<file path="src/sv/sor_pkg.sv">
// Package for the SOR linear solver: payload types, codes, reset values
// and saturation helpers. No dependencies.
`timescale 1ns / 1ps

package sor_pkg;

  localparam int unsigned DIV_NUM_W  = 64;
  localparam int unsigned DIV_DEN_W  = 34;
  localparam int unsigned SQRT_IN_W  = 64;
  localparam int unsigned SQRT_OUT_W = 32;
  localparam int unsigned CFG_IDX_W  = 2;

  typedef enum logic [1:0] {
    ACT_MATRIX = 2'd0,
    ACT_RHS    = 2'd1,
    ACT_GUESS  = 2'd2,
    ACT_START  = 2'd3
  } act_e;

  typedef enum logic [1:0] {
    ST_SUCCESS   = 2'd0,
    ST_BAD_DATA  = 2'd1,
    ST_ZERO_DIAG = 2'd2,
    ST_NO_CONV   = 2'd3
  } status_e;

  // register indexes on the configuration port
  localparam logic [CFG_IDX_W-1:0] CFG_SIZE     = 2'd0;
  localparam logic [CFG_IDX_W-1:0] CFG_MAX_ITER = 2'd1;
  localparam logic [CFG_IDX_W-1:0] CFG_TOL      = 2'd2;
  localparam logic [CFG_IDX_W-1:0] CFG_OMEGA    = 2'd3;

  localparam logic [6:0]  SIZE_RST     = 7'd16;
  localparam logic [15:0] MAX_ITER_RST = 16'd100;
  localparam logic [31:0] TOL_RST      = 32'd66;
  localparam logic [17:0] OMEGA_RST    = 18'd65536;

  typedef struct packed {
    act_e               action;
    logic [5:0]         row;
    logic [5:0]         col;
    logic signed [31:0] value;
  } in_t;

  typedef struct packed {
    status_e            status;
    logic [15:0]        iterations;
    logic [5:0]         index;
    logic signed [31:0] solution;
    logic               last;
  } out_t;

  // clamp a wide signed value to 32-bit signed
  function automatic logic signed [31:0] sat32(input logic signed [65:0] v);
    logic signed [31:0] res;
    if (v > 66'sd2147483647) begin
      res = 32'sh7FFF_FFFF;
    end else if (v < -66'sd2147483648) begin
      res = 32'sh8000_0000;
    end else begin
      res = v[31:0];
    end
    return res;
  endfunction

  // unsigned add that sticks at all ones
  function automatic logic [63:0] sat_add64(input logic [63:0] a, input logic [63:0] b);
    logic [64:0] s;
    s = {1'b0, a} + {1'b0, b};
    return s[64] ? {64{1'b1}} : s[63:0];
  endfunction

endpackage

</file>
<file path="src/sv/sor_div.sv">
// Restoring unsigned divider, one quotient bit per cycle.
// Depends on sor_pkg for operand widths.
`timescale 1ns / 1ps

module sor_div
  import sor_pkg::*;
(
  input  logic                 clk_i,
  input  logic                 rst_ni,
  input  logic                 start_i,
  input  logic [DIV_NUM_W-1:0] num_i,
  input  logic [DIV_DEN_W-1:0] den_i,
  output logic                 done_o,
  output logic [DIV_NUM_W-1:0] quot_o
);

  localparam int unsigned CNT_W = $clog2(DIV_NUM_W);

  logic                 busy_q;
  logic                 done_q;
  logic [CNT_W-1:0]     cnt_q;
  logic [DIV_NUM_W-1:0] quo_q;
  logic [DIV_DEN_W-1:0] den_q;
  logic [DIV_DEN_W:0]   rem_q;
  logic [DIV_DEN_W:0]   rem_sh;
  logic                 fits;

  // shift in the next dividend bit and trial-subtract
  assign rem_sh = {rem_q[DIV_DEN_W-1:0], quo_q[DIV_NUM_W-1]};
  assign fits   = rem_sh >= {1'b0, den_q};

  always_ff @(posedge clk_i or negedge rst_ni) begin
    if (!rst_ni) begin
      busy_q <= 1'b0;
      done_q <= 1'b0;
      cnt_q  <= '0;
    end else if (start_i) begin
      busy_q <= 1'b1;
      done_q <= 1'b0;
      cnt_q  <= '0;
    end else if (busy_q) begin
      cnt_q <= cnt_q + CNT_W'(1);
      if (cnt_q == {CNT_W{1'b1}}) begin
        busy_q <= 1'b0;
        done_q <= 1'b1;
      end
    end else begin
      done_q <= 1'b0;
    end
  end

  // datapath
  always_ff @(posedge clk_i) begin
    if (start_i) begin
      quo_q <= num_i;
      den_q <= den_i;
      rem_q <= '0;
    end else if (busy_q) begin
      rem_q <= fits ? (rem_sh - {1'b0, den_q}) : rem_sh;
      quo_q <= {quo_q[DIV_NUM_W-2:0], fits};
    end
  end

  assign done_o = done_q;
  assign quot_o = quo_q;

endmodule

</file>
<file path="config.mk">
export PLATFORM = sky130hd
export DESIGN_NAME = sor_div
export DESIGN_NICKNAME = d
export VERILOG_FILES = /design/src/sv/sor_pkg.sv /design/src/sv/sor_div.sv
export SDC_FILE = /design/constraint.sdc
export NUM_CORES = 1
export LEC_CHECK = 0
export BUFFER_PORTS_ARGS = -buffer_cell sky130_fd_sc_hd__buf_2
export CAP_MARGIN = 20
export CELL_PAD_IN_SITES_DETAIL_PLACEMENT = 0
export CELL_PAD_IN_SITES_GLOBAL_PLACEMENT = 2
export CORE_MARGIN = 2
export CORE_UTILIZATION = 30
export CTS_CLUSTER_DIAMETER = 80
export DETAILED_ROUTE_END_ITERATION = 8
export PLACE_DENSITY_LB_ADDON = 0.1
export RECOVER_POWER = 100
export SYNTH_ARGS = -nofsm -noshare
export SYNTH_HDL_FRONTEND = slang
export SYNTH_SLANG_ARGS = --single-unit
export TNS_END_PERCENT = 5
</file>
<file path="constraint.sdc">
create_clock -name clk_i -period 3.1 [get_ports clk_i]
set_clock_uncertainty 0.15 [all_clocks]
set_input_delay 0.62 -clock clk_i [delete_from_list [all_inputs] [get_ports clk_i]]
set_output_delay 0.62 -clock clk_i [all_outputs]
set_load 0.03 [all_outputs]
</file>
After elaboration in Yosys (flattened, before gate mapping)
Cells that the tools add are included.
{ "op_classes": {"add_sub_neg": 2, "magnitude_cmp": 1, "n_eq_ne": 2, "muxes": 11, "n_reduce_logical": 1} }
{ "ops": {"columns": ["op", "count"], "rows": [
  ["$mux 64", 2],
  ["$ge 35x34->1", 1],
  ["$mux 34", 1],
  ["$sub 34x34->34", 1],
  ["$mux 6", 2],
  ["$add 6x1->6 const B", 1],
  ["$eq 6x6->1 const B", 1],
  ["$mux 1", 6],
  ["$ne 3x2->1 const B", 1],
  ["$reduce_bool 2->1", 1]
]} }
{ "word_totals": {"register_bits": 140, "out_inout_bits": 65, "elab_cells": 23} }

Depth between registers and ports, before layout
Gate-level depths: netlist of run 1.
{ "logic_depth": {"word_depth": 4, "ltp_mapped": 14, "depth_no_buf": 13} }

Least setup slack after synthesis of run 1
No wires, ideal clock.
{ "synth_timing": {"kind": "register -> register", "start": "register quo_q[63], in the netlist quot_o[63]", "end": "register rem_q[32]", "setup_time_ns": 0.088, "t_arrival_ns": 2.943, "required_ns": 2.862, "setup_slack_ns": -0.081, "stages_incl_launch_ff": 13, "period_less_slack_ns": 3.181, "path_cell_list": "edfxtp_1 inv_1 ha_1 inv_1 fa_1 a211oi_1 o21a_1 nor2_2 or2_4 a21oi_2 nor3_1 or4_1 a311oi_2"} }
{ "synth_between": {"elab_chain_cells": 2, "elab_cells_between_ends": 3, "cone_classes": "add/sub (1); order compare (1); mux (1)"} }
{ "synth_lines": {"columns": ["item", "line", "rtl"], "rows": [
  ["start: declaration", "sor_div.sv:22", "logic [DIV_NUM_W-1:0] quo_q;"],
  ["start signal: assignment", "sor_div.sv:55", "quo_q <= num_i;"],
  ["start signal: assignment", "sor_div.sv:60", "quo_q <= {quo_q[DIV_NUM_W-2:0], fits};"],
  ["$sub 34x34->34 or $ge 35x34->1 (tied branches)", "sor_div.sv:59, sor_div.sv:30", null],
  ["$mux 34 (*)", "sor_div.sv:59", "rem_q <= fits ? (rem_sh - {1'b0, den_q}) : rem_sh;"],
  ["end signal: assignment", "sor_div.sv:59", null],
  ["end: declaration", "sor_div.sv:24", "logic [DIV_DEN_W:0] rem_q;"]
]} }
Every way passes the cells marked *; elsewhere a longest branch is shown, timed or not.
A chain may end at the register's enable or synchronous reset.

Worst setup path after layout of run 1
Ends and elaborated chain as after synthesis.

==> results.md, run 1 <==
* Drt wl/cell at 16.8 um
* Post-synthesis sequential area ratio at slightly below 50%
* IO Count at 166
* Start of the worst register-to-register path: quot_o[63]
* Post-Route WL at 20200 um
* Die ar. at 0.0271 mm2
* Fmax at approximately 0.33 GHz
* CP Launch Point: quot_o[63]
* Clock slew at reported path FFs at approximately 0.070 ns
* Synth Register Bits at between 100 and 150
* Worst EP arrival at roughly 3.2 ns
* Syn Nets at a little over 800
* Busiest grt layer: met2
* Yosys warning count at 0
* GRT met1 Usage at between 10% and 20%
* VDD IR max at 361 uV
* CTS tree: built
* Pre-CTS setup slack at between 0.05 and 0.06 ns
* Clock tree sinks at 140
* Period utilization at between 90% and 100%
* CP Class: reg -> reg
* Core ar. at 0.0253 mm2
* Fin util at between 30% and 40%
* DR vias/cell at around 4.9
* Initial Util at 30.6%
* Critical path peak fanout at 4
* # port buffers at 165
* Fin crit period at ~3.0 ns
* Hold path startpoint: den_i[33]
* Worst-skew pair later-pin latency at roughly 0.44 ns
* First-pass GRT wire length at 32800 um
* Pre-antenna DRT Iters at 4
* Post-DRT Antenna Nets at 0
* Asr flop ratio synth at 5.71%
* Grt total ovfl at 0
* Vias in the first global route at 6232
* CP Launch Type: flip-flop
* Met3 Use GR at ~6.5%
* Initial antenna violation count at 2
* R2R Setup Slk at about 0.11 ns
* R2R cell count at 12
* Total GRT Usage at between 15 and 20%
* Setup ws final at approximately 0.11 ns
* Cell Rows at between 50 and 60
* Number of max-cap violations at 2
* Clock Tree Root: clkbuf_16
* Die H at between 150 and 200 um
* Critical path required time at about 3.3 ns
* Layout fillers at between 2k and 3k
* Share of post-route cells with drive strength above 1 at about 30%
* Worst-margin pin slew at roughly 2.0 ns
* Nets@finish at between 900 and 1k
* Syn Area/Cell at approximately 11 um2
* Endpoint class of the critical path: flip-flop
* Number of CTS-inserted buffers at 17
* Largest net degree at the start of global routing at 81
* Grt met2 use at between 20 and 25%
* Status: complete, but fails checks
* Vias at 5863
* Mapped Area at a little under 0.008 mm2
* Worst min path class: in -> reg
* EDFF count, synth at 98
* Worst Hold End: den_q[33]
* PD cells at 795 mW/mm2
* RSZ-0062 raised after global routing: yes
* Final GP Congestion at ~0.8
* Fin. Hold Viols at 0
* Initial drt markers at 286
* Rel. slew slack at -31.1%
* Ys flop type: edfxtp_1
* Final setup violation count at 0
* CTS Buffer Depth at 2
* DRC violations left at 0
* Post-DP HPWL at between 10000 and 15000 um
* Slew Limit Fails at 146
* Minimum hold slack at between 0.2 and 0.25 ns
* Distinct cell type count after synthesis at between 60 and 70
* Worst r2r dst: rem_q[32]
* Most frequent cells in the layout: edfxtp_1, buf_2, clkbuf_1
* Hold depth at 1
* Leakage at ~0.0039 uW
* Cells after Synth at just under 700
* DIE WIDTH at around 160 um
* Area grow syn2layout at 23.9%
* Failing checks: max-capacitance violations, max-slew violations
* Total power at 7620 uW
* H-tree depth at 4
per-stage QoR:
step	setup TNS, ns	instance area, um2	std cells
global placement	0	9090	1170
floorplan	0	7750	674
CTS	0	9670	1203
finish	0	9580	1205
detailed placement	0	9090	1170
global route	-0.202	9580	1204
how the worst max path moves through the flow:
stage / end / slack (ns) / depth (start not counted)
floorplan: rem_q[32] / 0.04 / 12
global placement: rem_q[32] / 0.1 / 12
detailed placement: rem_q[32] / 0.06 / 12
CTS: rem_q[32] / 0.03 / 12
global route: rem_q[32] / -0.07 / 12
finish: rem_q[32] / 0.11 / 12
metal layers:
metal | routed length, um | vias up
met3 | 1640 | 28
li1 | - | 2878
met2 | 9100 | 181
met5 | 13 | -
met1 | 9080 | 2774
met4 | 365 | 2
power breakdown:
part	switching, uW	total, uW	internal (uW)
registers	214	2540	2330
logic	1720	3050	1330
clock network	958	2030	1070
critical path, stage by stage, from the launching register on:
cell      delay [ns]
edfxtp_1        0.38
inv_1           0.07
ha_1            0.15
inv_1           0.05
fa_2            0.37
a211oi_2        0.24
o21a_1          0.20
nor2_4          0.06
or2_4           0.26
a21oi_4         0.17
nor3_1          0.06
or4_1           0.50
a311oi_2        0.25
cell usage after synthesis (3+ instances only):
cell type	count	area share (%)
a21oi_2	3	0.34
mux2_2	64	9.3
o21bai_1	5	0.49
buf_2	4	0.26
xnor2_1	17	1.9
o21a_1	4	0.39
ha_1	35	5.7
o21ai_1	11	0.71
a211oi_1	30	2.9
mux2i_1	32	4.1
a31oi_1	6	0.49
nand2b_1	5	0.40
nor3_1	4	0.26
o21ai_0	13	0.84
inv_1	42	2.0
nand3_1	10	0.65
and3_1	6	0.49
nand3b_1	4	0.39
clkbuf_1	18	0.87
edfxtp_1	98	38
a21oi_1	39	2.5
dfrtp_1	8	2.6
nand4_1	6	0.49
a21o_1	14	1.4
buf_6	7	1.0
nor2_1	53	2.6
xor2_1	15	1.7
a311oi_1	4	0.45
dfxtp_1	34	8.8
nor2_2	4	0.32
nor3b_1	4	0.39
nand2_1	32	1.6
cell families after synthesis:
group | count (synthesis) | share of synthesized area (%)
and+or+nand+nor | 143 | 9.22
adders and majority gates | 36 | 5.92
xor gates and xnor gates | 32 | 3.62
muxes | 96 | 13.5
DFF | 140 | 49.4
AOI/OAI and AO/OA | 154 | 14.0
buffers and inverters | 73 | 4.34
flip-flops by register name, indices dropped and copies added (netlist names):
register,cells
busy_q,1
cnt_q,6
den_q,34
done_o,1
quot_o,64
rem_q,34
what timing repair did:
item	4_1_cts	5_1_grt
endpoints found under the hold margin	8	0
hold buffers	1	0
resized for setup	0	12
buffers inserted	0	1
endpoints found under the setup margin	0	25
layout make-up:
cell class                 instances  area [um2]  area share, %
clock buffer                      17         425           4.44
sequential                       140        3820           39.9
timing repair buffer             199         988           10.3
tap                              330         413           4.31
inverter                          42         158           1.64
multi-input combinational        461        3630           37.9
antenna                            1        2.50         0.0261
clock inverter                    15         143           1.49
(Power assumes the default switching activity.)
==> run 2, diff against run 1 <==
CELL_PAD_IN_SITES_DETAIL_PLACEMENT = 1   (was 0)
==> run 2 against run 1 <==
The flow still finishes with violations (max-capacitance violations, max-slew violations). Critical path type unchanged. Clock-buffer cell count increased by 1. Via count increased by 0.19%. Critical path depth unchanged. Die area unchanged. Non-clock buffer count unchanged. Routed wire length increased by 5.9%.
==> results.md, run 2 (synthesized netlist as in run 1, its figures left out) <==
* Post-DRT Antenna Nets at 0
* Number of CTS-inserted buffers at 17
* Initial antenna violation count at 3
* Multi-input gate area at 0.00364 mm2
* Met3 Use GR at under 10%
* CTS tree: built
* CP Launch Point: den_q[14]
* Layout fillers at a little under 3k
* Failing checks: max-capacitance violations, max-slew violations
* Clock Tree Root: clkbuf_16
* Critical path required time at ~3.3 ns
* R2R Setup Slk at around 0.11 ns
* Post-Route WL at between 20000 and 25000 um
* Worst EP arrival at around 3.2 ns
* Most frequent cells in the layout: edfxtp_1, buf_2, clkbuf_1
* Final Non-Filler Cells at 1206
* Start of the worst register-to-register path: den_q[14]
* Worst-skew pair later-pin latency at 0.43 ns
* Die H at around 160 um
* Area grow syn2layout at 25.0%
* Worst-margin pin slew at between 1.5 and 2 ns
* Cell area after layout at roughly 0.0097 mm2
* Nets@finish at 998
* Grt total ovfl at 0
* Total power at between 7000 and 8000 uW
* Setup_tns at 0 ns
* Drt wl/cell at between 15 and 20 um
* CP Class: reg -> reg
* IO Count at about 170
* Endpoint class of the critical path: flip-flop
* PD cells at roughly 810 mW/mm2
* Area post-placement at approximately 0.0091 mm2
* Rel. slew slack at -10.1%
* Number of max-cap violations at 1
* CP Launch Type: flip-flop
* DIE WIDTH at 165 um
* Worst min path class: in -> reg
* Inst Count DP at 1170
* First-pass GRT wire length at about 35000 um
* H-tree depth at 4
* Worst r2r dst: rem_q[32]
* Leakage at between 0.003 and 0.004 uW
* Period utilization at between 90% and 100%
* VDD IR max at about 350 uV
* Pre-antenna DRT Iters at 4
* # port buffers at approximately 170
* Largest net degree at the start of global routing at ~80
* Grt met2 use at ~27%
* R2R cell count at 12
* Cell Rows at 58
* Crit path to: rem_q[32]
* Die ar. at around 0.027 mm2
* Core ar. at about 0.025 mm2
* Seq. cell area at roughly 0.0038 mm2
* Fin crit period at 2.99 ns
* Clock slew at reported path FFs at approximately 0.07 ns
* Clock tree sinks at 140
* RSZ-0062 raised after global routing: yes
* Total GRT Usage at 16.5%
* Share of post-route cells with drive strength above 1 at 30.4%
* CTS Buffer Depth at 2
* Busiest grt layer: met2
* Initial drt markers at between 200 and 250
* Vias in the first global route at roughly 6.5k
* Critical path peak fanout at 6
* DRC violations left at 0
* Max FFs per register at 64
* Vias at a little under 6k
* DR vias/cell at around 4.9
* Slew Limit Fails at 65
* GRT met1 Usage at 20.5%
* Final setup violation count at 0
* Fin. Hold Viols at 0
* Final GP Congestion at slightly above 0.8
* Post-DP HPWL at around 16000 um
* Fmax at between 0.3 and 0.4 GHz
* Initial Util at 30.6%
* Fin util at roughly two fifths
* Status: complete, but fails checks
## run 2: metal layers
metal | up-vias | wire length [um]
met5 | - | 13
met4 | 2 | 151
met3 | 10 | 1750
met2 | 157 | 10100
met1 | 2824 | 9400
li1 | 2881 | -
## run 2: metrics by stage
step	hold slack, ns	setup WS, ns
floorplan	0.174	0.0430
global placement	0.316	0.0997
detailed placement	0.324	0.0177
CTS	0.199	0.0209
global route	0.195	-0.0609
finish	0.213	0.108
## run 2: layout make-up
cell class / instances / share of cell area [%]
Clock inverter: 14 / 1.72
Multi-Input combinational cell: 461 / 37.7
Inverter: 42 / 1.63
Timing Repair Buffer: 199 / 10.6
Tap cell: 330 / 4.27
Clock buffer: 18 / 4.54
Antenna cell: 2 / 0.0518
Sequential cell: 140 / 39.6
## run 2: worst min-delay path by stage
stage | startpoint | end | slack [ns] | cells past startpoint
6_report | den_i[5] | den_q[5] | 0.21 | 1
5_1_grt | den_i[5] | den_q[5] | 0.19 | 1
4_1_cts | den_i[13] | den_q[13] | 0.20 | 1
3_5_place_dp | rem_q[24] | rem_q[24] | 0.32 | 2
3_3_place_gp | rst_ni | done_o | 0.32 | 1
2_1_floorplan | rst_ni | busy_q | 0.17 | 0
## run 2: worst max-delay path, stage by stage (launching register included)
cell and delay, ns:
edfxtp_1 0.33, inv_1 0.05, ha_1 0.38, nand4_1 0.21
a211o_1 0.30, nor2_4 0.12, or2_4 0.17, a21oi_4 0.06
buf_4 0.14, o21ai_2 0.16, nor3b_2 0.08, or4_1 0.53
a311oi_2 0.24
## run 2: report_power, final
group / internal (uW) / total, uW / switching (uW)
Clock: 1180 / 2120 / 942
Combinational: 1350 / 3120 / 1770
Sequential: 2330 / 2550 / 222
Total: 4860 / 7790 / 2930
## run 2: repair_timing
action / 4_1_cts / 5_1_grt
pin swaps: 1 / 4
resized for setup: 1 / 13
hold buffers: 1 / 0
setup endpoints to repair: 1 / 29
hold endpoints to repair: 8 / 0
setup buffers: 0 / 1
