`src/sv/sor_pkg.sv`:
```
// Package for the SOR linear solver: payload types, codes, reset values
// and saturation helpers. No dependencies.
`timescale 1ns / 1ps

package sor_pkg;

  localparam int unsigned DIV_NUM_W  = 64;
  localparam int unsigned DIV_DEN_W  = 34;
  localparam int unsigned SQRT_IN_W  = 64;
  localparam int unsigned SQRT_OUT_W = 32;
  localparam int unsigned CFG_IDX_W  = 2;

  typedef enum logic [1:0] {
    ACT_MATRIX = 2'd0,
    ACT_RHS    = 2'd1,
    ACT_GUESS  = 2'd2,
    ACT_START  = 2'd3
  } act_e;

  typedef enum logic [1:0] {
    ST_SUCCESS   = 2'd0,
    ST_BAD_DATA  = 2'd1,
    ST_ZERO_DIAG = 2'd2,
    ST_NO_CONV   = 2'd3
  } status_e;

  // register indexes on the configuration port
  localparam logic [CFG_IDX_W-1:0] CFG_SIZE     = 2'd0;
  localparam logic [CFG_IDX_W-1:0] CFG_MAX_ITER = 2'd1;
  localparam logic [CFG_IDX_W-1:0] CFG_TOL      = 2'd2;
  localparam logic [CFG_IDX_W-1:0] CFG_OMEGA    = 2'd3;

  localparam logic [6:0]  SIZE_RST     = 7'd16;
  localparam logic [15:0] MAX_ITER_RST = 16'd100;
  localparam logic [31:0] TOL_RST      = 32'd66;
  localparam logic [17:0] OMEGA_RST    = 18'd65536;

  typedef struct packed {
    act_e               action;
    logic [5:0]         row;
    logic [5:0]         col;
    logic signed [31:0] value;
  } in_t;

  typedef struct packed {
    status_e            status;
    logic [15:0]        iterations;
    logic [5:0]         index;
    logic signed [31:0] solution;
    logic               last;
  } out_t;

  // clamp a wide signed value to 32-bit signed
  function automatic logic signed [31:0] sat32(input logic signed [65:0] v);
    logic signed [31:0] res;
    if (v > 66'sd2147483647) begin
      res = 32'sh7FFF_FFFF;
    end else if (v < -66'sd2147483648) begin
      res = 32'sh8000_0000;
    end else begin
      res = v[31:0];
    end
    return res;
  endfunction

  // unsigned add that sticks at all ones
  function automatic logic [63:0] sat_add64(input logic [63:0] a, input logic [63:0] b);
    logic [64:0] s;
    s = {1'b0, a} + {1'b0, b};
    return s[64] ? {64{1'b1}} : s[63:0];
  endfunction

endpackage

```
`src/sv/sor_isqrt.sv`:
```
// Digit-by-digit floor square root, one result bit per cycle.
// Depends on sor_pkg for operand widths.
`timescale 1ns / 1ps

module sor_isqrt
  import sor_pkg::*;
(
  input  logic                  clk_i,
  input  logic                  rst_ni,
  input  logic                  start_i,
  input  logic [SQRT_IN_W-1:0]  rad_i,
  output logic                  done_o,
  output logic [SQRT_OUT_W-1:0] root_o
);

  localparam int unsigned CNT_W = $clog2(SQRT_OUT_W);
  localparam int unsigned REM_W = SQRT_OUT_W + 3;

  logic                  busy_q;
  logic                  done_q;
  logic [CNT_W-1:0]      cnt_q;
  logic [SQRT_IN_W-1:0]  rad_q;
  logic [REM_W-1:0]      rem_q;
  logic [SQRT_OUT_W-1:0] root_q;
  logic [REM_W-1:0]      rem_sh;
  logic [REM_W-1:0]      trial;
  logic                  fits;

  // bring down two radicand bits, try root*4+1
  assign rem_sh = {rem_q[REM_W-3:0], rad_q[SQRT_IN_W-1 -: 2]};
  assign trial  = {1'b0, root_q, 2'b01};
  assign fits   = rem_sh >= trial;

  always_ff @(posedge clk_i or negedge rst_ni) begin
    if (!rst_ni) begin
      busy_q <= 1'b0;
      done_q <= 1'b0;
      cnt_q  <= '0;
    end else if (start_i) begin
      busy_q <= 1'b1;
      done_q <= 1'b0;
      cnt_q  <= '0;
    end else if (busy_q) begin
      cnt_q <= cnt_q + CNT_W'(1);
      if (cnt_q == {CNT_W{1'b1}}) begin
        busy_q <= 1'b0;
        done_q <= 1'b1;
      end
    end else begin
      done_q <= 1'b0;
    end
  end

  always_ff @(posedge clk_i) begin
    if (start_i) begin
      rad_q  <= rad_i;
      rem_q  <= '0;
      root_q <= '0;
    end else if (busy_q) begin
      rad_q  <= {rad_q[SQRT_IN_W-3:0], 2'b00};
      rem_q  <= fits ? (rem_sh - trial) : rem_sh;
      root_q <= {root_q[SQRT_OUT_W-2:0], fits};
    end
  end

  assign done_o = done_q;
  assign root_o = root_q;

endmodule

```
`config.mk`:
```
export PLATFORM = sky130hd
export DESIGN_NAME = sor_isqrt
export DESIGN_NICKNAME = d
export VERILOG_FILES = /design/src/sv/sor_pkg.sv /design/src/sv/sor_isqrt.sv
export SDC_FILE = /design/constraint.sdc
export NUM_CORES = 1
export LEC_CHECK = 0
export BUFFER_PORTS_ARGS = -buffer_cell sky130_fd_sc_hd__buf_4
export CAP_MARGIN = 40
export CORE_ASPECT_RATIO = 1.5
export CORE_MARGIN = 2
export CORE_UTILIZATION = 55
export DETAILED_ROUTE_END_ITERATION = 16
export PLACE_DENSITY = 0.83
export SYNTH_ARGS = -nofsm -noshare
export SYNTH_HDL_FRONTEND = slang
export SYNTH_SLANG_ARGS = --single-unit
```
`constraint.sdc`:
```
create_clock -name clk_i -period 5.5 [get_ports clk_i]
set_input_delay 0.55 -clock clk_i [delete_from_list [all_inputs] [get_ports clk_i]]
set_output_delay 0.55 -clock clk_i [all_outputs]
set_load 0.005 [all_outputs]
```
# --- Yosys cells after proc, flatten, opt, wreduce, memory -nomap -nowiden ---
# Cells that the tools add are included.
word_totals:
  ff_bits: 136
  inputBits: 67
  wordCells: 23
op_classes:
  add_sub_neg: 2
  magnitude_cmp: 1
  n_eq_ne: 2
  n_mux: 11
  n_reduce_logical: 1
op_table:
  columns: ["operator", "count"]
  rows:
  - ["two-way mux 64 bit", 2]
  - ["greater-or-equal comparator 35 x 34 -> 1 bit", 1]
  - ["two-way mux 33 bit", 1]
  - ["subtractor 33 bit", 1]
  - ["two-way mux 5 bit", 2]
  - ["two-way mux 1 bit", 6]
  - ["adder 5 x 1 -> 5 bit, second input constant", 1]
  - ["equality test 5 bit, second input constant", 1]
  - ["!= test 3 x 2 -> 1 bit, second input constant", 1]
  - ["nonzero test 2 bit", 1]

# --- Depth between registers and ports, before layout ---
# Gate-level depths: netlist of the first run.
logic_depth:
  depth_word: 4
  depth_mapped: 14
  depth_no_buf: 11

# --- Least setup slack after synthesis of the first run ---
# No wires, ideal clock.
synth_path:
  kind: "register to register"
  from: "reg root_q[19], in the netlist root_o[19]"
  to: "reg rem_q[15]"
  t_arrival_ps: 2728
  setup_slack_ps: 2684
  path_stages_with_launch: 14
  n_path_buf: 2
  period_less_slack_ps: 2816
  cell_sequence: "dfxtp_1 inv_1 ha_1 clkbuf_1 inv_2 o21bai_1 a21o_1 a211oi_1 nand3_2 a311o_2 a31o_4 buf_6 and4b_1 nor4_2"
synth_via:
  elab_chain_len: 2
synth_lines:
  columns: ["element", "line", "source"]
  rows:
  - ["from (decl)", "sor_isqrt.sv:24", "logic [SQRT_OUT_W-1:0] root_q;"]
  - ["from (signal assigned)", "sor_isqrt.sv:62", "root_q <= {root_q[SQRT_OUT_W-2:0], fits};"]
  - ["greater-or-equal comparator 35 x 34 -> 1 bit", "sor_isqrt.sv:32", "assign fits = rem_sh >= trial;"]
  - ["two-way mux 33 bit", "sor_isqrt.sv:61", "rem_q <= fits ? (rem_sh - trial) : rem_sh;"]
  - ["to (signal assigned)", "sor_isqrt.sv:61", null]
  - ["to (decl)", "sor_isqrt.sv:23", "logic [REM_W-1:0] rem_q;"]
# Every way passes these cells.
# A chain may end at the register's enable or synchronous reset.

# --- Final worst setup path of the first run ---
layout_path:
  from: "reg root_q[18], in the netlist root_o[18]"
  to: "reg rem_q[25]"
layout_via:
  elab_chain_len: 2
  elab_cells_between_ends: 3
layout_lines:
  columns: ["element", "line"]
  rows:
  - ["subtractor 33 bit or greater-or-equal comparator 35 x 34 -> 1 bit (tied branches)", "sor_isqrt.sv:61, sor_isqrt.sv:32"]
  - ["two-way mux 33 bit (*)", "sor_isqrt.sv:61"]
# Mark *: on every way between the ends. The rest lies on a longest branch, timed or not.

==> results of run 1 <==
## how the worst max path moves through the flow
stage,from,end,cells after the start
final,root_o[18],rem_q[25],11
after global routing,root_o[11],rem_q[12],11
after CTS,root_o[18],rem_q[25],11
after detailed placement,root_o[18],rem_q[25],11
after global placement,root_o[18],rem_q[25],11
after floorplan,root_o[19],rem_q[15],13
## cells in the mapped netlist, types with 3 or more instances
master	count	area share [%]
ha_1	36	6.0
o21ai_0	14	0.94
mux2i_1	58	7.8
xnor2_1	17	2.0
nand2_1	39	2.0
inv_1	44	2.2
xor2_1	13	1.5
mux2_2	62	9.4
and3_1	5	0.42
nor2_1	76	3.8
buf_1	4	0.20
o21ai_1	9	0.60
o21a_1	5	0.50
clkbuf_1	25	1.3
dfrtp_1	7	2.3
a211oi_1	17	1.7
a21o_1	17	1.7
a21oi_1	27	1.8
or3_1	4	0.34
a31oi_1	7	0.59
o21bai_1	5	0.50
buf_6	3	0.45
o31ai_1	7	0.70
nor2b_1	8	0.67
o211ai_1	4	0.40
nand3_1	7	0.47
edfxtp_1	64	26
and2_1	5	0.42
nand4_1	6	0.50
dfxtp_1	65	17
nand2b_1	5	0.42
nor3_1	8	0.54
## logic make-up after synthesis
kind of cell	Yosys count	synth area share, %
compound gates	135	12.54
buf+inv	79	4.313
simple gates	174	10.86
mux	120	17.15
fa+ha+maj	36	6.041
flops	136	45.58
xor+xnor	30	3.524
## critical path, cell delays in order (launching register included)
cell      delay [ns]
dfxtp_1         0.38
inv_1           0.06
ha_1            0.37
a21oi_1         0.22
o21bai_1        0.09
a21o_1          0.19
a211oi_1        0.38
nand3_2         0.14
a311o_2         0.45
a31o_4          0.46
or3_1           0.47
o221ai_1        0.09
## cells in the final DEF (no fill, tap or decap), drive strengths merged, types with 3 or more instances in the layout
cell and n:
a21oi 27, nor3 9, dfxtp 65, a31oi 7, buf 105, o21bai 5, o21a 5, ha 36
inv 50, nor2b 8, a211oi 17, mux2 62, xor2 13, a21o 17, edfxtp 64, nand2b 5
and2 5, nand4 6, mux2i 58, and3 5, xnor2 17, a31o 3, o21ai 24, nand3 8
dfrtp 7, clkbuf 20, nand2 39, o211ai 4, clkinvlp 4, or3 4, nor2 76, o31ai 9
## final cells by class
cell class,instances,area share [%]
multi-input cells,495,41.93
flip-flops and latches,136,38.15
repair buffers,106,9.409
clock buffers,20,5.013
well taps,162,2.275
inverters,45,1.896
clock inverters,12,1.320
## report_power, final
group / internal (mW) / switching [mW]
Combinational: 0.944 / 1.11
Sequential: 1.22 / 0.0973
Clock: 0.640 / 0.461
Total: 2.80 / 1.67
## per-layer routing
layer	up-vias	wire, um
li1	2738	-
met1	2712	6430
met2	178	8812
met3	45	827
met4	0	551
met5	-	0
## what timing repair did
item / CTS / global route
hold buffers: 1 / 0
endpoints found under the setup margin: 0 / 0
endpoints found under the hold margin: 7 / 0
## state kept, by name (all words and copies together) (netlist names)
name,count
busy_q,1
rem_q,33
cnt_q,5
done_o,1
root_o,32
rad_q,64
==> results.py, run 1 <==
metrics = {
    "cts": {
        "cts.clk_slew.worst_paths_ns": 0.06,
        "cts_tree": "built",
        "cts.sinks": 136,
        "htreeDepth": 4,
        "clockBufferDepth": 2,
        "post-cts-setup-buffers": 0,
        "clock_latency_ns": 0.42,
        "cts_resized": 0,
        "numCtsBuffers": 17,
        "cts_root_buf": "clkbuf_16",
    },
    "min_path": {
        "min_delay_path_depth": 2,
        "min_from": "rad_i[56]",
        "hold_end": "rad_q[56]",
        "hold_path.class": "in2reg",
    },
    "die": {
        "core_um2": 13400,
        "die-width_um": 99.07,
        "die_h_um": 146.6,
        "row_count": 52,
        "pin_count": 100,
        "initial_core_util_pct": 55.63,
        "dieArea_um2": 14520,
    },
    "synth": {
        "syn_avg_cell_area_um2": 10.50,
        "synth-seq-area-share_pct": 45.58,
        "syn_area_um2": 7456,
        "synth-edff-count": 64,
        "syn_nets": 813,
        "ys_warn_count": 0,
        "synth_cell_types": 61,
        "async_reset_ff_share_pct": 5.147,
        "synth_ff_type": "dfxtp_1",
        "netlist_instances": 710,
        "ys_ff_latch": 136,
    },
    "sta": {
        "fin_setup_tns_ns": 0,
        "setup_slack_ns": 2.130,
        "finClkSkew_ns": 0.009862,
        "timing.hold.ws_ns": 0.4254,
        "period_minus_slack_ns": 3.370,
        "max_freq_mhz": 296.7,
        "finalSetupViolCount": 0,
        "fin_crit_sh_pct": 61.28,
        "tightest_slew_ns": 0.7987,
        "relSlewSlack_pct": 46.75,
        "report.final.hold_viol_count": 0,
        "grt_setup_unrepaired": "no",
        "timing.final.max_slew_violations": 0,
    },
    "final_layout": {
        "antenna_cells": 0,
        "post-route-util_pct": 66.48,
        "final_cell_area_um2": 8910,
        "stdcell_count": 976,
        "nNetsFinal": 904,
        "areaGrowthSynthToFinish_pct": 19.50,
        "filler_cell_count": 1015,
        "multi_input_area_um2": 3736,
        "seqCellArea_um2": 3400,
        "drive_gt1_share_pct": 25.92,
    },
    "power_and_ir_drop": {
        "leakagePower_nw": 3.985,
        "peakVddDrop_mv": 0.2592,
        "power-per-cell-area_nw_per_um2": 501.9,
        "totalPowerFinal_mw": 4.472,
    },
    "placed_design": {
        "dp_slack_ns": 2.173,
        "gp_congestion": 0.9410,
        "place_inst": 943,
        "dpl.hpwl_um": 11390,
        "io_buffer_count": 99,
        "placed_area_um2": 8335,
    },
    "worst_setup_path": {
        "r2r-end": "rem_q[25]",
        "endpoint_kind": "flop",
        "arrival_ns": 3.71,
        "worstPathMaxFanout": 39,
        "required_ns": 5.84,
        "worstReg2RegStart": "root_o[18]",
        "crit_type": "reg2reg",
        "start_kind": "flop",
        "r2r_slack_ns": 2.13,
        "r2r_cells": 11,
    },
    "run": {
        "drv_cap": 0,
    },
    "grt": {
        "grt_pass1_wl_um": 27090,
        "grtUsageMet2_pct": 41.76,
        "antenna_found_initial": 0,
        "overflow": 0,
        "grt_usage_pct": 23.17,
        "grt_pass1_vias": 5799,
        "groute.layer.met1.usage_pct": 25.16,
        "grt_most_used_layer": "met2",
        "grt_start_max_net_pins": 66,
        "use_met3_pct": 5.553,
    },
    "detailed_routing": {
        "drc": 0,
        "antenna_left": 0,
        "routed_wl_um": 16620,
        "wire_per_inst_um": 17.03,
        "drt_iter0_drc": 317,
        "via_count": 5673,
        "via_per_inst": 5.813,
        "drtPass1Iterations": 5,
    },
    "outcome": {
        "outcome": "finished, final reports clean",
    },
}
(Power assumes the default switching activity.)
==> run 2, diff against run 1 <==
==> constraint.sdc (replaced) <==
create_clock -name clk_i -period 3.2 [get_ports clk_i]
set_input_delay 0.32 -clock clk_i [delete_from_list [all_inputs] [get_ports clk_i]]
set_output_delay 0.32 -clock clk_i [all_outputs]
set_load 0.005 [all_outputs]
==> run 2 against run 1 <==
  * Clock power increased by 76%
  * Worst hold slack got worse by 0.23 ns
  * Sequential cell count unchanged
  * Power rose by 84%
  * Sequential power rose by 72%
  * Core utilization up 2.1 points
  * Die area stayed put
  * Routed wire length hardly changed
  * Count of clock-buffer cells in the layout down 3
  * First-iteration DRC count shrank 22%
  * Critical path type unchanged
  * Largest cell class unchanged
==> results.py, run 2 (synthesized netlist as in run 1, its figures left out) <==
metrics = {
    "power_and_ir_drop": {
        "pwr-share-clk_pct": 23.6,
        "intPower_mw": 5.183,
        "combPwrFrac_pct": 49.0,
        "p_switching_mw": 3.039,
        "power-per-cell-area_nw_per_um2": 894.8,
        "totalPowerFinal_mw": 8.222,
        "p_sw_share_pct": 36.96,
        "peakVddDrop_mv": 0.4758,
        "p_seq_share_pct": 27.4,
        "leakagePower_nw": 4.139,
    },
    "worst_setup_path": {
        "worstReg2RegStart": "root_o[10]",
        "r2r_slack_ns": 0.09,
        "required_ns": 3.48,
        "start_kind": "flop",
        "worstPathMaxFanout": 13,
        "r2r_cells": 12,
        "arrival_ns": 3.39,
        "endpoint_kind": "flop",
        "r2r-end": "rem_q[9]",
        "crit_type": "reg2reg",
    },
    "cts": {
        "cts.sinks": 136,
        "numCtsBuffers": 17,
        "cts.clk_slew.worst_paths_ns": 0.07,
        "cts_root_buf": "clkbuf_16",
        "cts_tree": "built",
        "htreeDepth": 4,
        "clockBufferDepth": 2,
        "clock_latency_ns": 0.42,
    },
    "grt": {
        "overflow": 0,
        "grt_pass1_wl_um": 27000,
        "grt_pass1_vias": 5900,
        "grt_usage_pct": 22.95,
        "grt_start_max_net_pins": 83,
        "antenna_found_initial": 0,
    },
    "min_path": {
        "min_delay_path_depth": 2,
        "hold_path.class": "in2reg",
        "hold_end": "rad_q[25]",
        "min_from": "rad_i[25]",
    },
    "placed_design": {
        "io_buffer_count": 99,
        "placed_area_um2": 8503,
        "dpl.hpwl_um": 11650,
        "gp_congestion": 0.9029,
    },
    "detailed_routing": {
        "via_count": 5642,
        "drt_iter0_drc": 247,
        "antenna_left": 0,
        "via_per_inst": 5.642,
        "wire_per_inst_um": 16.63,
        "drc": 0,
        "drtPass1Iterations": 4,
        "routed_wl_um": 16630,
    },
    "sta": {
        "fin_setup_tns_ns": 0,
        "finalSetupViolCount": 0,
        "finClkSkew_ns": 0.009185,
        "max_freq_mhz": 321.6,
        "period_minus_slack_ns": 3.109,
        "relSlewSlack_pct": 61.23,
        "timing.hold.ws_ns": 0.1972,
        "report.final.hold_viol_count": 0,
        "fin_crit_sh_pct": 97.16,
        "tightest_slew_ns": 0.5815,
        "timing.final.max_slew_violations": 0,
    },
    "final_layout": {
        "nNetsFinal": 928,
        "drive_gt1_share_pct": 29.12,
        "filler_cell_count": 993,
        "top_register": "rad_q",
        "antenna_cells": 0,
        "layout_commonest_cell": "buf_4",
        "final_cell_mix": "123 x buf_4, 76 x nor2_1, 65 x dfxtp_1, 64 x edfxtp_1, 62 x mux2_2",
        "areaGrowthSynthToFinish_pct": 23.24,
        "largest_reg_flops": 64,
        "post-route-util_pct": 68.56,
        "final_cell_area_um2": 9189,
    },
    "die": {
        "die_h_um": 146.6,
        "row_count": 52,
        "initial_core_util_pct": 55.63,
        "pin_count": 100,
        "core_um2": 13400,
        "die-width_um": 99.07,
        "dieArea_um2": 14520,
    },
    "run": {
        "drv_cap": 0,
    },
    "outcome": {
        "outcome": "finished, final reports clean",
    },
}
-- run 2: worst max-delay path by stage --
stage | from | to | slack, ns | cells after the start
after floorplan | root_o[19] | rem_q[15] | 0.38 | 13
after global placement | root_o[22] | rem_q[1] | 0.15 | 12
after detailed placement | root_o[18] | rem_q[3] | 0.05 | 12
after CTS | root_o[0] | rem_q[30] | 0.08 | 12
after global routing | root_o[12] | rem_q[9] | -0.02 | 12
final | root_o[10] | rem_q[9] | 0.09 | 12
-- run 2: routing by layer --
layer	up-vias	GRT usage [%]	wire length, um
met5	-	0	0
met4	0	8.630	448
met3	37	6.367	705
met2	122	42.70	8989
met1	2690	24.07	6487
li1	2793	-	-
-- run 2: power by group through the flow --
stage	logic, mW	clock network (mW)	registers [mW]
after floorplan	2.86	0	2.23
after global placement	3.62	0	2.27
after detailed placement	3.72	0	2.28
after CTS	3.92	1.96	2.25
after global routing	4.37	2.04	2.28
final	4.03	1.94	2.25
-- run 2: repair_timing --
action / CTS / global route
hold buffers: 1 / 0
pin swaps: 0 / 1
cloned: 0 / 0
resized for setup: 1 / 7
buffers inserted: 3 / 0
endpoints found under the hold margin: 7 / 0
endpoints found under the setup margin: 1 / 12
-- run 2: critical path, stage by stage, from the launching register on --
cell	delay [ns]
dfxtp_1	0.38
inv_1	0.06
ha_1	0.34
nand4_1	0.17
o211a_1	0.24
a21o_1	0.19
or3_1	0.39
nand3_2	0.10
a311o_2	0.21
a31o_4	0.24
buf_12	0.18
mux2i_1	0.35
a211oi_2	0.13
-- run 2: through the flow --
step | cells | setup slack [ns]
final | 1000 | 0.09091
after global routing | 1000 | -0.02133
after CTS | 1000 | 0.08425
after detailed placement | 964 | 0.05054
after global placement | 964 | 0.1522
after floorplan | 710 | 0.3841
-- run 2: area by class of cell --
| class | instances | area (um2) | area share, % |
|---|---|---|---|
| clock inverter | 15 | 160.2 | 1.743 |
| sequential | 136 | 3400 | 37.00 |
| tap | 162 | 202.7 | 2.206 |
| timing repair buffer | 130 | 1054 | 11.47 |
| multi-input combinational | 495 | 3779 | 41.12 |
| inverter | 45 | 168.9 | 1.838 |
| clock buffer | 17 | 425.4 | 4.630 |
